File: src/design/page_bitmap_allocator_assert.svh
// assertion macros for the page bitmap allocator
`ifndef PAGE_BITMAP_ALLOCATOR_ASSERT_SVH
`define PAGE_BITMAP_ALLOCATOR_ASSERT_SVH

// same-cycle implication, disabled during reset
`define PBA_ASSERT_NOW(label, clk, rst, ante, cons) \
  label: assert property (@(posedge clk) disable iff (rst) (ante) |-> (cons)) \
    else $error("page allocator check failed");

// next-cycle implication, disabled during reset
`define PBA_ASSERT_NEXT(label, clk, rst, ante, cons) \
  label: assert property (@(posedge clk) disable iff (rst) (ante) |=> (cons)) \
    else $error("page allocator check failed");

`endif

File: src/design/pba_pkg.sv
// package: widths, register codes and state type of the page bitmap allocator
package pba_pkg;

  localparam int NUM_PAGES   = 128;
  localparam int PIDX_W      = $clog2(NUM_PAGES);
  localparam int PCNT_W      = $clog2(NUM_PAGES + 1);
  localparam int SCAN_W      = PIDX_W + 1;

  localparam int PAGE_SIZE_W = 10;
  localparam int BASE_W      = 16;
  localparam int SIZE_W      = 12;
  localparam int ID_W        = 8;
  localparam int ADDR_W      = 18;
  localparam int COUNT_W     = 8;
  localparam int CFG_DATA_W  = 16;
  localparam int CFG_IDX_W   = 2;

  localparam int QUO_W       = SIZE_W + 1;
  localparam int DIVC_W      = $clog2(QUO_W);

  localparam logic [PAGE_SIZE_W-1:0] PAGE_SIZE_RESET = PAGE_SIZE_W'(160);
  localparam logic [BASE_W-1:0]      BASE_RESET      = BASE_W'(2000);

  typedef enum logic [CFG_IDX_W-1:0] {
    REG_PAGE_SIZE    = 2'd0,
    REG_BASE_ADDRESS = 2'd1
  } reg_idx_t;

  typedef enum logic [2:0] {
    S_CLEAR,
    S_IDLE,
    S_DIV,
    S_CHECK,
    S_SCAN,
    S_DONE
  } state_t;

endpackage

File: src/design/page_bitmap_allocator.sv
// top level: first-fit page bitmap allocator with a one-bit-per-page memory
// A request passes through an idle state, a bit-serial divider that rounds the size up to
// whole pages, and a check state. It then scans the page memory from page 0 at one entry per
// cycle (one read port, the write-back of a taken page overlapping the next read) until the
// needed pages are marked, and a done state loads the result. Refusals and zero-page requests
// skip the scan. With a zero page size a request skips the divider and is refused. A stall
// on the result holds the block in its done state. After reset a clearing pass marks every
// page free, and no request is accepted until it ends. The result sits in an output register,
// so a request is accepted while an earlier result still waits. The user must write
// configuration only when the block is idle; the block itself does not enforce this. A base
// address write also reloads the bump address.
module page_bitmap_allocator
  import pba_pkg::*;
(
  input  logic                   clk,
  input  logic                   rst,

  input  logic                   cfg_we,
  input  logic [CFG_IDX_W-1:0]   cfg_index,
  input  logic [CFG_DATA_W-1:0]  cfg_data,

  input  logic                   in_valid,
  output logic                   in_ready,
  input  logic [SIZE_W-1:0]      request_size,

  output logic                   out_valid,
  input  logic                   out_ready,
  output logic                   granted,
  output logic [ID_W-1:0]        request_id,
  output logic [ADDR_W-1:0]      start_address,
  output logic [SIZE_W-1:0]      granted_size,
  output logic [PAGE_SIZE_W-1:0] unused_space,
  output logic [COUNT_W-1:0]     pages_taken,
  output logic [COUNT_W-1:0]     pages_left
);

  `include "page_bitmap_allocator_assert.svh"

  state_t state, state_next;

  logic [PAGE_SIZE_W-1:0] page_size;
  logic [PCNT_W-1:0]      free_count;
  logic [ADDR_W-1:0]      next_address;
  logic [ID_W-1:0]        next_id;

  logic [SIZE_W-1:0]      size_q;
  logic [QUO_W-1:0]       quo;
  logic [PAGE_SIZE_W-1:0] rem;
  logic [DIVC_W-1:0]      div_cnt;
  logic [PCNT_W-1:0]      need_pg;
  logic [PAGE_SIZE_W-1:0] unused;
  logic                   grant_ok;

  logic                   page_mem [NUM_PAGES];
  logic [PIDX_W-1:0]      clr_idx;
  logic [SCAN_W-1:0]      rd_addr;
  logic                   rd_valid;
  logic [PIDX_W-1:0]      rd_idx;
  logic                   rd_data;
  logic [PCNT_W-1:0]      got;

  logic                   mem_re;
  logic                   mem_we;
  logic [PIDX_W-1:0]      wr_idx;
  logic                   wr_bit;
  logic                   take;
  logic [PCNT_W-1:0]      got_next;
  logic                   out_load;

  logic [PAGE_SIZE_W:0]   div_shift;
  logic                   div_ge;

  assign in_ready  = (state == S_IDLE);
  assign div_shift = {rem, quo[QUO_W-1]};
  assign div_ge    = div_shift >= {1'b0, page_size};

  assign take     = (state == S_SCAN) && rd_valid && !rd_data && (got < need_pg);
  assign got_next = got + PCNT_W'(take);
  assign out_load = (state == S_DONE) && (!out_valid || out_ready);

  always_comb begin
    state_next = state;
    mem_re     = 1'b0;
    mem_we     = 1'b0;
    wr_idx     = rd_idx;
    wr_bit     = 1'b1;
    case (state)
      S_CLEAR: begin
        mem_we = 1'b1;
        wr_idx = clr_idx;
        wr_bit = 1'b0;
        if (clr_idx == PIDX_W'(NUM_PAGES - 1)) state_next = S_IDLE;
      end
      S_IDLE: begin
        if (in_valid) state_next = (page_size == '0) ? S_DONE : S_DIV;
      end
      S_DIV: begin
        if (div_cnt == DIVC_W'(QUO_W - 1)) state_next = S_CHECK;
      end
      S_CHECK: begin
        if (quo > QUO_W'(free_count) || quo == '0) state_next = S_DONE;
        else state_next = S_SCAN;
      end
      S_SCAN: begin
        mem_re = rd_addr < SCAN_W'(NUM_PAGES);
        mem_we = take;
        if (got_next == need_pg) state_next = S_DONE;
        else if (rd_valid && rd_idx == PIDX_W'(NUM_PAGES - 1)) state_next = S_DONE;
      end
      S_DONE: begin
        if (!out_valid || out_ready) state_next = S_IDLE;
      end
      default: state_next = S_IDLE;
    endcase
  end

  always_ff @(posedge clk) begin
    if (rst) state <= S_CLEAR;
    else state <= state_next;
  end

  // page memory: one read port, one write port
  always_ff @(posedge clk) begin
    if (mem_re) rd_data <= page_mem[rd_addr[PIDX_W-1:0]];
    if (mem_we) page_mem[wr_idx] <= wr_bit;
  end

  always_ff @(posedge clk) begin
    if (rst) begin
      page_size    <= PAGE_SIZE_RESET;
      next_address <= ADDR_W'(BASE_RESET);
      free_count   <= PCNT_W'(NUM_PAGES);
      next_id      <= ID_W'(1);
      clr_idx      <= '0;
      rd_valid     <= 1'b0;
      out_valid    <= 1'b0;
    end else begin
      if (cfg_we) begin
        case (cfg_index)
          REG_PAGE_SIZE: page_size <= cfg_data[PAGE_SIZE_W-1:0];
          REG_BASE_ADDRESS: next_address <= ADDR_W'(cfg_data[BASE_W-1:0]);
          default: ;
        endcase
      end

      if (state == S_CLEAR) clr_idx <= clr_idx + PIDX_W'(1);

      if (state == S_SCAN) begin
        rd_valid <= mem_re;
        got      <= got_next;
        if (mem_re) begin
          rd_idx  <= rd_addr[PIDX_W-1:0];
          rd_addr <= rd_addr + SCAN_W'(1);
        end
      end else begin
        rd_valid <= 1'b0;
        if (state == S_CHECK) begin
          rd_addr <= '0;
          got     <= '0;
        end
      end

      if (out_load) out_valid <= 1'b1;
      else if (out_ready) out_valid <= 1'b0;

      if (out_load) begin
        granted <= grant_ok;
        if (grant_ok) begin
          request_id    <= next_id;
          start_address <= next_address;
          granted_size  <= size_q;
          unused_space  <= unused;
          pages_taken   <= COUNT_W'(need_pg);
          pages_left    <= COUNT_W'(free_count - need_pg);
          free_count    <= free_count - need_pg;
          next_id       <= next_id + ID_W'(1);
          // allocated bytes equal the size plus the unused tail
          next_address  <= next_address + ADDR_W'(size_q) + ADDR_W'(unused);
        end else begin
          request_id    <= '0;
          start_address <= '0;
          granted_size  <= '0;
          unused_space  <= '0;
          pages_taken   <= '0;
          pages_left    <= COUNT_W'(free_count);
        end
      end
    end
  end

  // divider and request datapath
  always_ff @(posedge clk) begin
    case (state)
      S_IDLE: begin
        size_q   <= request_size;
        quo      <= QUO_W'(request_size) + QUO_W'(page_size) - QUO_W'(1);
        rem      <= '0;
        div_cnt  <= '0;
        grant_ok <= 1'b0;
      end
      S_DIV: begin
        quo     <= {quo[QUO_W-2:0], div_ge};
        rem     <= div_ge ? PAGE_SIZE_W'(div_shift - {1'b0, page_size})
                          : div_shift[PAGE_SIZE_W-1:0];
        div_cnt <= div_cnt + DIVC_W'(1);
      end
      S_CHECK: begin
        grant_ok <= quo <= QUO_W'(free_count);
        need_pg  <= PCNT_W'(quo);
        // tail of the last page: page size minus one minus the remainder
        unused   <= page_size - PAGE_SIZE_W'(1) - rem;
      end
      default: ;
    endcase
  end

  `PBA_ASSERT_NOW(a_mem_write_phase, clk, rst, mem_we, (state == S_CLEAR || state == S_SCAN))
  `PBA_ASSERT_NOW(a_scan_within_need, clk, rst, (mem_we && state == S_SCAN), (got < need_pg))
  `PBA_ASSERT_NOW(a_grant_fully_found, clk, rst, (out_load && grant_ok), (got == need_pg || need_pg == '0))
  `PBA_ASSERT_NEXT(a_accept_starts, clk, rst, (in_valid && in_ready), (state == S_DIV || state == S_DONE))

endmodule

File: config.mk
export PLATFORM = sky130hd
export DESIGN_NAME = page_bitmap_allocator
export DESIGN_NICKNAME = d
export VERILOG_FILES = /design/src/design/pba_pkg.sv /design/src/design/page_bitmap_allocator.sv
export VERILOG_INCLUDE_DIRS = /design/src /design/src/design
export SDC_FILE = /design/constraint.sdc
export NUM_CORES = 1
export LEC_CHECK = 0
export BUFFER_PORTS_ARGS = -buffer_cell sky130_fd_sc_hd__buf_4
export CORE_ASPECT_RATIO = 1.25
export CORE_MARGIN = 4
export CORE_UTILIZATION = 64
export CTS_BUF_LIST = sky130_fd_sc_hd__clkbuf_4 sky130_fd_sc_hd__clkbuf_8
export CTS_CLUSTER_DIAMETER = 40
export DETAILED_ROUTE_END_ITERATION = 8
export PLACE_DENSITY = 0.88
export SLEW_MARGIN = 15
export SYNTH_ARGS = -nofsm -noshare
export SYNTH_HDL_FRONTEND = slang
export SYNTH_SLANG_ARGS = --single-unit
File: constraint.sdc
create_clock -name clk -period 3.61 [get_ports clk]
set_input_delay 0.1805 -clock clk [delete_from_list [all_inputs] [get_ports clk]]
set_output_delay 0.1805 -clock clk [all_outputs]
set_load 0.01 [all_outputs]
# Word-level counts from Yosys, hierarchy flattened
# Memories as Yosys holds them, arrays and structs flattened. A register that Yosys moved wholly into a read port is not among the register bits.
# Cells that the tools add are included.
[op_classes]
eq_ne = 16
magnitude_cmp = 5
n_reduce_logical = 25
n_mux = 31
bitwise_logic = 2
addsub = 13
[op_table]
columns = ["cell", "n"]
rows = [
  ["18-bit two-way mux", 4],
  ["8-bit two-way mux", 5],
  ["13-bit case mux with 2 select lines", 1],
  ["3-bit two-way mux", 7],
  ["10-bit case mux with 2 select lines", 1],
  ["10-bit subtractor", 2],
  ["18-bit by 10-bit adder with 18-bit output", 1],
  ["18-bit by 12-bit adder with 18-bit output", 1],
  ["3-bit case mux with 6 select lines", 1],
  ["8-bit by 1-bit adder with 8-bit output, second input constant", 2],
  ["7-bit == test, second input constant", 2],
  ["12-bit by 10-bit adder with 13-bit output", 1],
  ["13-bit by 8-bit > comparator with 1-bit output", 1],
  ["13-bit by 8-bit <= comparator with 1-bit output", 1],
  ["13-bit logical NOT", 1],
  ["13-bit by 1-bit subtractor with 13-bit output, second input constant", 1],
  ["11-bit by 10-bit >= comparator with 1-bit output", 1],
  ["10-bit logical NOT", 1],
  ["10-bit two-way mux", 1],
  ["10-bit by 1-bit subtractor with 10-bit output, second input constant", 1],
  ["8-bit by 1-bit adder with 8-bit output", 1],
  ["8-bit == test", 1],
  ["8-bit < comparator", 1],
  ["8-bit < comparator, second input constant", 1],
  ["other kinds (26)", 52],
]
[totals]
ramBits = 128
reg_bits = 202
in_bits = 35
memories = 1
elab_cells = 118
[memory_table]
columns = ["name", "depth", "width", "read_ports", "rd_clocked_by_memory_dff", "write_ports", "line_no", "text"]
rows = [
  ["page_mem", 128, 1, 1, 1, 1, "page_bitmap_allocator.sv:54", "logic page_mem [NUM_PAGES];"],
]

# Logic depth before layout (Yosys ltp)
[logic_depth]
ltp_word = 8
ltp_mapped = 17
ltp_nobuf = 16

# Worst setup path after synthesis
# No wires, ideal clock.
[synth_path]
kind = "register -> register"
startpoint = "register need_pg[1]"
endpoint = "register state[0]"
t_required_ns = 3.494
path_stages_with_launch = 18
t_arrival_ns = 3.131
path_slack_ns = 0.363
path_cell_list = "edfxtp_1 > inv_1 > ha_1 > a21o_1 > a21o_1 > a211oi_1 > o21a_1 > buf_4 > or2_2 > ha_1 > ha_1 > nand3_1 > xor2_1 > xnor2_1 > nand3_1 > o31ai_1 > a21oi_1 > a31o_2"
[synth_via]
elab_chain_cells = 6
[synth_lines]
columns = ["item", "line_no", "text"]
rows = [
  ["start, declared", "page_bitmap_allocator.sv:50", "logic [PCNT_W-1:0] need_pg;"],
  ["start signal, assigned", "page_bitmap_allocator.sv:209", "need_pg <= PCNT_W'(quo);"],
  ["8-bit < comparator", "page_bitmap_allocator.sv:77", "assign take = (state == S_SCAN) && rd_valid && !rd_data && (got < need_pg);"],
  ["1-bit logical AND", "page_bitmap_allocator.sv:77", ""],
  ["8-bit by 1-bit adder with 8-bit output", "page_bitmap_allocator.sv:78", "assign got_next = got + PCNT_W'(take);"],
  ["8-bit == test *", "page_bitmap_allocator.sv:107", "if (got_next == need_pg) state_next = S_DONE;"],
  ["3-bit by 1-bit != test with 1-bit output (no line) or 3-bit two-way mux (tied branches)", "--", ""],
  ["5-bit AND reduction (no line) or 3-bit case mux with 6 select lines (tied branches)", "--", ""],
  ["end signal, assigned", "page_bitmap_allocator.sv:119", "else state <= state_next;"],
  ["end, declared", "page_bitmap_allocator.sv:39", "state_t state, state_next;"],
]
# Mark *: on every way between the ends. The rest lies on a longest branch, timed or not.
# A chain may end at the register's enable or synchronous reset.

# Worst setup path in the final report
[layout_path]
startpoint = "register size_q[1]"
endpoint = "register next_address[17]"
[layout_via]
elab_chain_cells = 4
[layout_lines]
columns = ["item", "line_no", "text"]
rows = [
  ["start, declared", "page_bitmap_allocator.sv:46", "logic [SIZE_W-1:0] size_q;"],
  ["start signal, assigned", "page_bitmap_allocator.sv:195", "size_q <= request_size;"],
  ["18-bit by 12-bit adder with 18-bit output", "page_bitmap_allocator.sv:178", "next_address <= next_address + ADDR_W'(size_q) + ADDR_W'(unused);"],
  ["18-bit by 10-bit adder with 18-bit output", "page_bitmap_allocator.sv:178", ""],
  ["18-bit two-way mux", "page_bitmap_allocator.sv:168", "if (grant_ok) begin"],
  ["18-bit two-way mux", "page_bitmap_allocator.sv:166", "if (out_load) begin"],
  ["end signal, assigned", "page_bitmap_allocator.sv:131", "next_address <= ADDR_W'(BASE_RESET);"],
  ["end signal, assigned", "page_bitmap_allocator.sv:141", "REG_BASE_ADDRESS: next_address <= ADDR_W'(cfg_data[BASE_W-1:0]);"],
  ["end signal, assigned", "page_bitmap_allocator.sv:178", ""],
  ["end, declared", "page_bitmap_allocator.sv:43", "logic [ADDR_W-1:0] next_address;"],
]
# Every way passes these cells.

==> summary.txt <==
Floorplan
  – Core Region: 0.0263 sq mm
  – Initial core utilization: 65.7%
  – Die area: 0.0296 sq mm
  – Num rows: 66
  – Die X: 155 microns
  – Die H: 192 microns
  – Io pins: 102

Synthesis
  – EDFF count, synth: 275
  – Seq/Total Area, Yosys: 54.4%
  – Async SR Flop Fraction: 0%
  – Post-synth top flop: edfxtp_1
  – Synth Warn #: 0
  – Simple-gate share of the synthesized area: 11.9%
  – Mux share of post-synthesis cell area: 5.62%
  – Synth Area in Compound Gates: 12.9%
  – Post-Synthesis Cells: 1462
  – Mean Syn Cell Area: 11.8 sq um
  – Top-area cell type share of the netlist area: 47.9%
  – Post-synthesis adder-cell area fraction: 7.77%
  – FF+latch count, synth: 331
  – Synth cell count leaders: edfxtp_1, a21oi_1, nor2_1
  – Combinational family with the most area after synthesis: compound AO/OA/AOI/OAI gates
  – Mapped Area: 0.0172 sq mm
  – Top-count cell post-synth: edfxtp_1
  – XOR/XNOR Fraction of Synth Area: 3.41%
  – Net count after synthesis: 1595
  – Cell taking the most area after synthesis: edfxtp_1
  – Post-synthesis cell type count: 73
  – Synth top area cells: edfxtp_1, dfxtp_1, ha_1, a21oi_1, mux4_2

STA
  – Final setup fails: 0
  – Achievable Freq: 298 MHz
  – Tcrit/Tclk final: 93.0%
  – Slew Viols, Final: 0
  – Hold Vio Cnt, Final: 0
  – Worst slew pin tran: 1.08 ns
  – Setup slack after layout: 0.252 ns
  – Min Tclk post-route: 3.36 ns
  – Setup Skew: 0.0170 ns
  – Setup_tns: 0 ns
  – Max-slew headroom: 28.0%
  – RSZ-0062 raised after global routing: no

Power and ir drop
  – VDD IR max: 0.530 mV
  – Internal: 6.84 mW
  – Net Sw Frac: 28.9%
  – Seq pwr share: 47.6%
  – Psw: 2.77 mW
  – Clock share of power: 34.4%
  – Pwr dens: 488 mW/mm^2
  – Comb power frac: 18.0%
  – Leakage: 7.41 nW

Outcome
  – Status: complete, no violations

Detailed routing
  – Post-route ant nets: 0
  – Detailed-route DRC error count: 0
  – Routed vias: 12800
  – Uppermost layer routed: met5
  – First drt pass iteration count: 6
  – Vias per cell: 6.44
  – M1 WL: 15600 microns
  – DRT iter0 DRCs: 1395
  – Post-Route WL: 45600 microns
  – Detailed-route wire length per cell: 23.0 microns
  – Routed met2 length: 24100 microns
  – DR WL met3: 3670 microns

Clock tree
  – CTS tree: done
  – Clk_lat worst skew: 0.57 ns
  – Clock slew at reported path FFs: 0.07 ns
  – Clk buf depth: 3
  – TritonCTS buffer count: 51
  – Post-CTS Setup Bufs: 0
  – Clock Tree Root: clkbuf_8
  – CTS H-tree depth: 2
  – CTS sink cnt: 331

Setup path
  – Worst path bufs/invs: 1
  – Worst-path fanout max: 5
  – Worst endpoint required time: 4.10 ns
  – Crit start category: flip-flop
  – Crit path max-delay family: adder cells
  – CP Capture Type: flip-flop
  – Crit-path cells: fa_1 > ha_1 > inv_1 > fa_1 > nand2b_1 > a21oi_1 > o211ai_1 > a21oi_1 > nand3_1 > or3b_1 > a31oi_1
  – CP max stage cell: fa_1
  – CP Class: reg2reg
  – Data arrival, critical path: 3.85 ns
  – Critical Path Max Stage Delay: 0.54 ns

Finish
  – Area growth syn-to-layout: 14.3%
  – Ant diodes: 0
  – Nets: 1736
  – Fillers: 1611
  – Share of layout cells above drive strength 1: 18.0%
  – Post-layout util: 75.0%

Placed design
  – Buffers on Ports: 101
  – Hpwl dp: 29700 microns
  – RePlAce Congestion: 0.904
  – Pre-CTS setup slack: 0.178 ns

GRT
  – Grt total ovfl: 0
  – First-pass GRT wire length: 71000 microns
  – Largest net degree at the start of global routing: 54
  – Vias in the first global route: 13300
  – All-Layer GR Usage: 30.7%
  – Initial antenna violation count: 2

Hold path
  – Hold crit path type: in2reg

Job
  – Maxcap violations: 0
[path summary, 6_finish.rpt]
kind | end | slack (ns) | cells after the start | startpoint
worst min-delay path | state[2] | 0.07 | 3 | in_valid
worst max register to register | next_address[17] | 0.25 | 11 | size_q[1]
worst max-delay path | next_address[17] | 0.25 | 11 | size_q[1]
worst min register to register | need_pg[0] | 0.48 | 0 | quo[0]
[per-stage QoR]
| step | hold slack, ns | std cells | instance area (sq um) | power [mW] |
|---|---|---|---|---|
| final | 0.0735 | 1985 | 19700 | 9.61 |
| after CTS | 0.0382 | 1985 | 19700 | 9.55 |
| after detailed placement | 0.370 | 1863 | 18300 | 6.27 |
| after floorplan | 0.279 | 1462 | 17200 | 5.78 |
| after global placement | 0.369 | 1863 | 18300 | 6.21 |
| after global routing | 0.0290 | 1985 | 19700 | 9.95 |
[per-layer routing]
layer	up-vias	global-route usage [%]
met5	-	0
met4	4	15.1
met2	755	55.3
met3	185	5.59
li1	5662	-
met1	6177	35.1
[sequential cells by signal, summed over array words and instances, names as in the netlist, 7 cells and up]
signal	count
page_size	10
page_mem	128
pages_left	8
got	8
unused_space	10
next_address	18
size_q	12
rd_addr	8
request_id	8
granted_size	12
rd_idx	7
free_count	8
pages_taken	8
next_id	8
rem	10
quo	13
start_address	18
need_pg	8
clr_idx	7
unused	10
[power groups by stage]
| stage | Sequential (mW) | Clock [mW] | Combinational (mW) |
|---|---|---|---|
| finish | 4.57 | 3.30 | 1.73 |
| global placement | 4.64 | 0 | 1.57 |
| CTS | 4.56 | 3.30 | 1.68 |
| global route | 4.58 | 3.51 | 1.85 |
| detailed placement | 4.65 | 0 | 1.63 |
| floorplan | 4.59 | 0 | 1.19 |
[kinds of logic (layout without fill, tap and decap cells)]
| group | Yosys count | in the layout |
|---|---|---|
| simple gates | 392 | 392 |
| mux | 56 | 56 |
| fa+ha+maj | 98 | 98 |
| xor+xnor | 64 | 64 |
| compound gates | 360 | 360 |
| flops | 331 | 331 |
| buf+inv | 161 | 344 |
[worst min-delay path: stages]
cell      delay, ns
buf_4          0.12
o211ai_1       0.21
a311oi_1       0.07
[final cells by class]
class	count	area, sq um	share of cell area [%]
multi-input combinational	970	7200	36.5
clock buffer	76	946	4.80
sequential	331	9380	47.6
inverter	92	345	1.75
tap	340	425	2.16
clock inverter	19	140	0.711
timing repair buffer	157	1270	6.45
[placed cells by master (no fill, tap or decap), types with 9 or more instances in the layout]
master	count
nor2b_1	15
clkbuf_4	16
xor2_1	29
o21ai_0	43
dfxtp_1	56
xnor2_1	33
inv_1	91
a211oi_1	14
o21a_1	11
nor3_1	18
nand3b_1	17
buf_4	128
clkinv_1	9
mux4_2	32
clkbuf_8	60
dlygate4sd3_1	27
a21oi_1	196
a21o_1	16
nand2_1	84
nand3_1	22
nand2b_1	13
edfxtp_1	275
ha_1	83
nand4_1	11
fa_1	15
and3_1	12
nor2_1	93
a22oi_1	15
mux2i_1	18
or3_1	11
and2_1	62
[timing repair]
action                     in CTS  in global routing
hold buffers                   27                  0
setup endpoints to repair       0                  1
hold endpoints to repair       33                  0
resized for setup               0                  2
No activity file was read; power rests on OpenSTA's default activity.
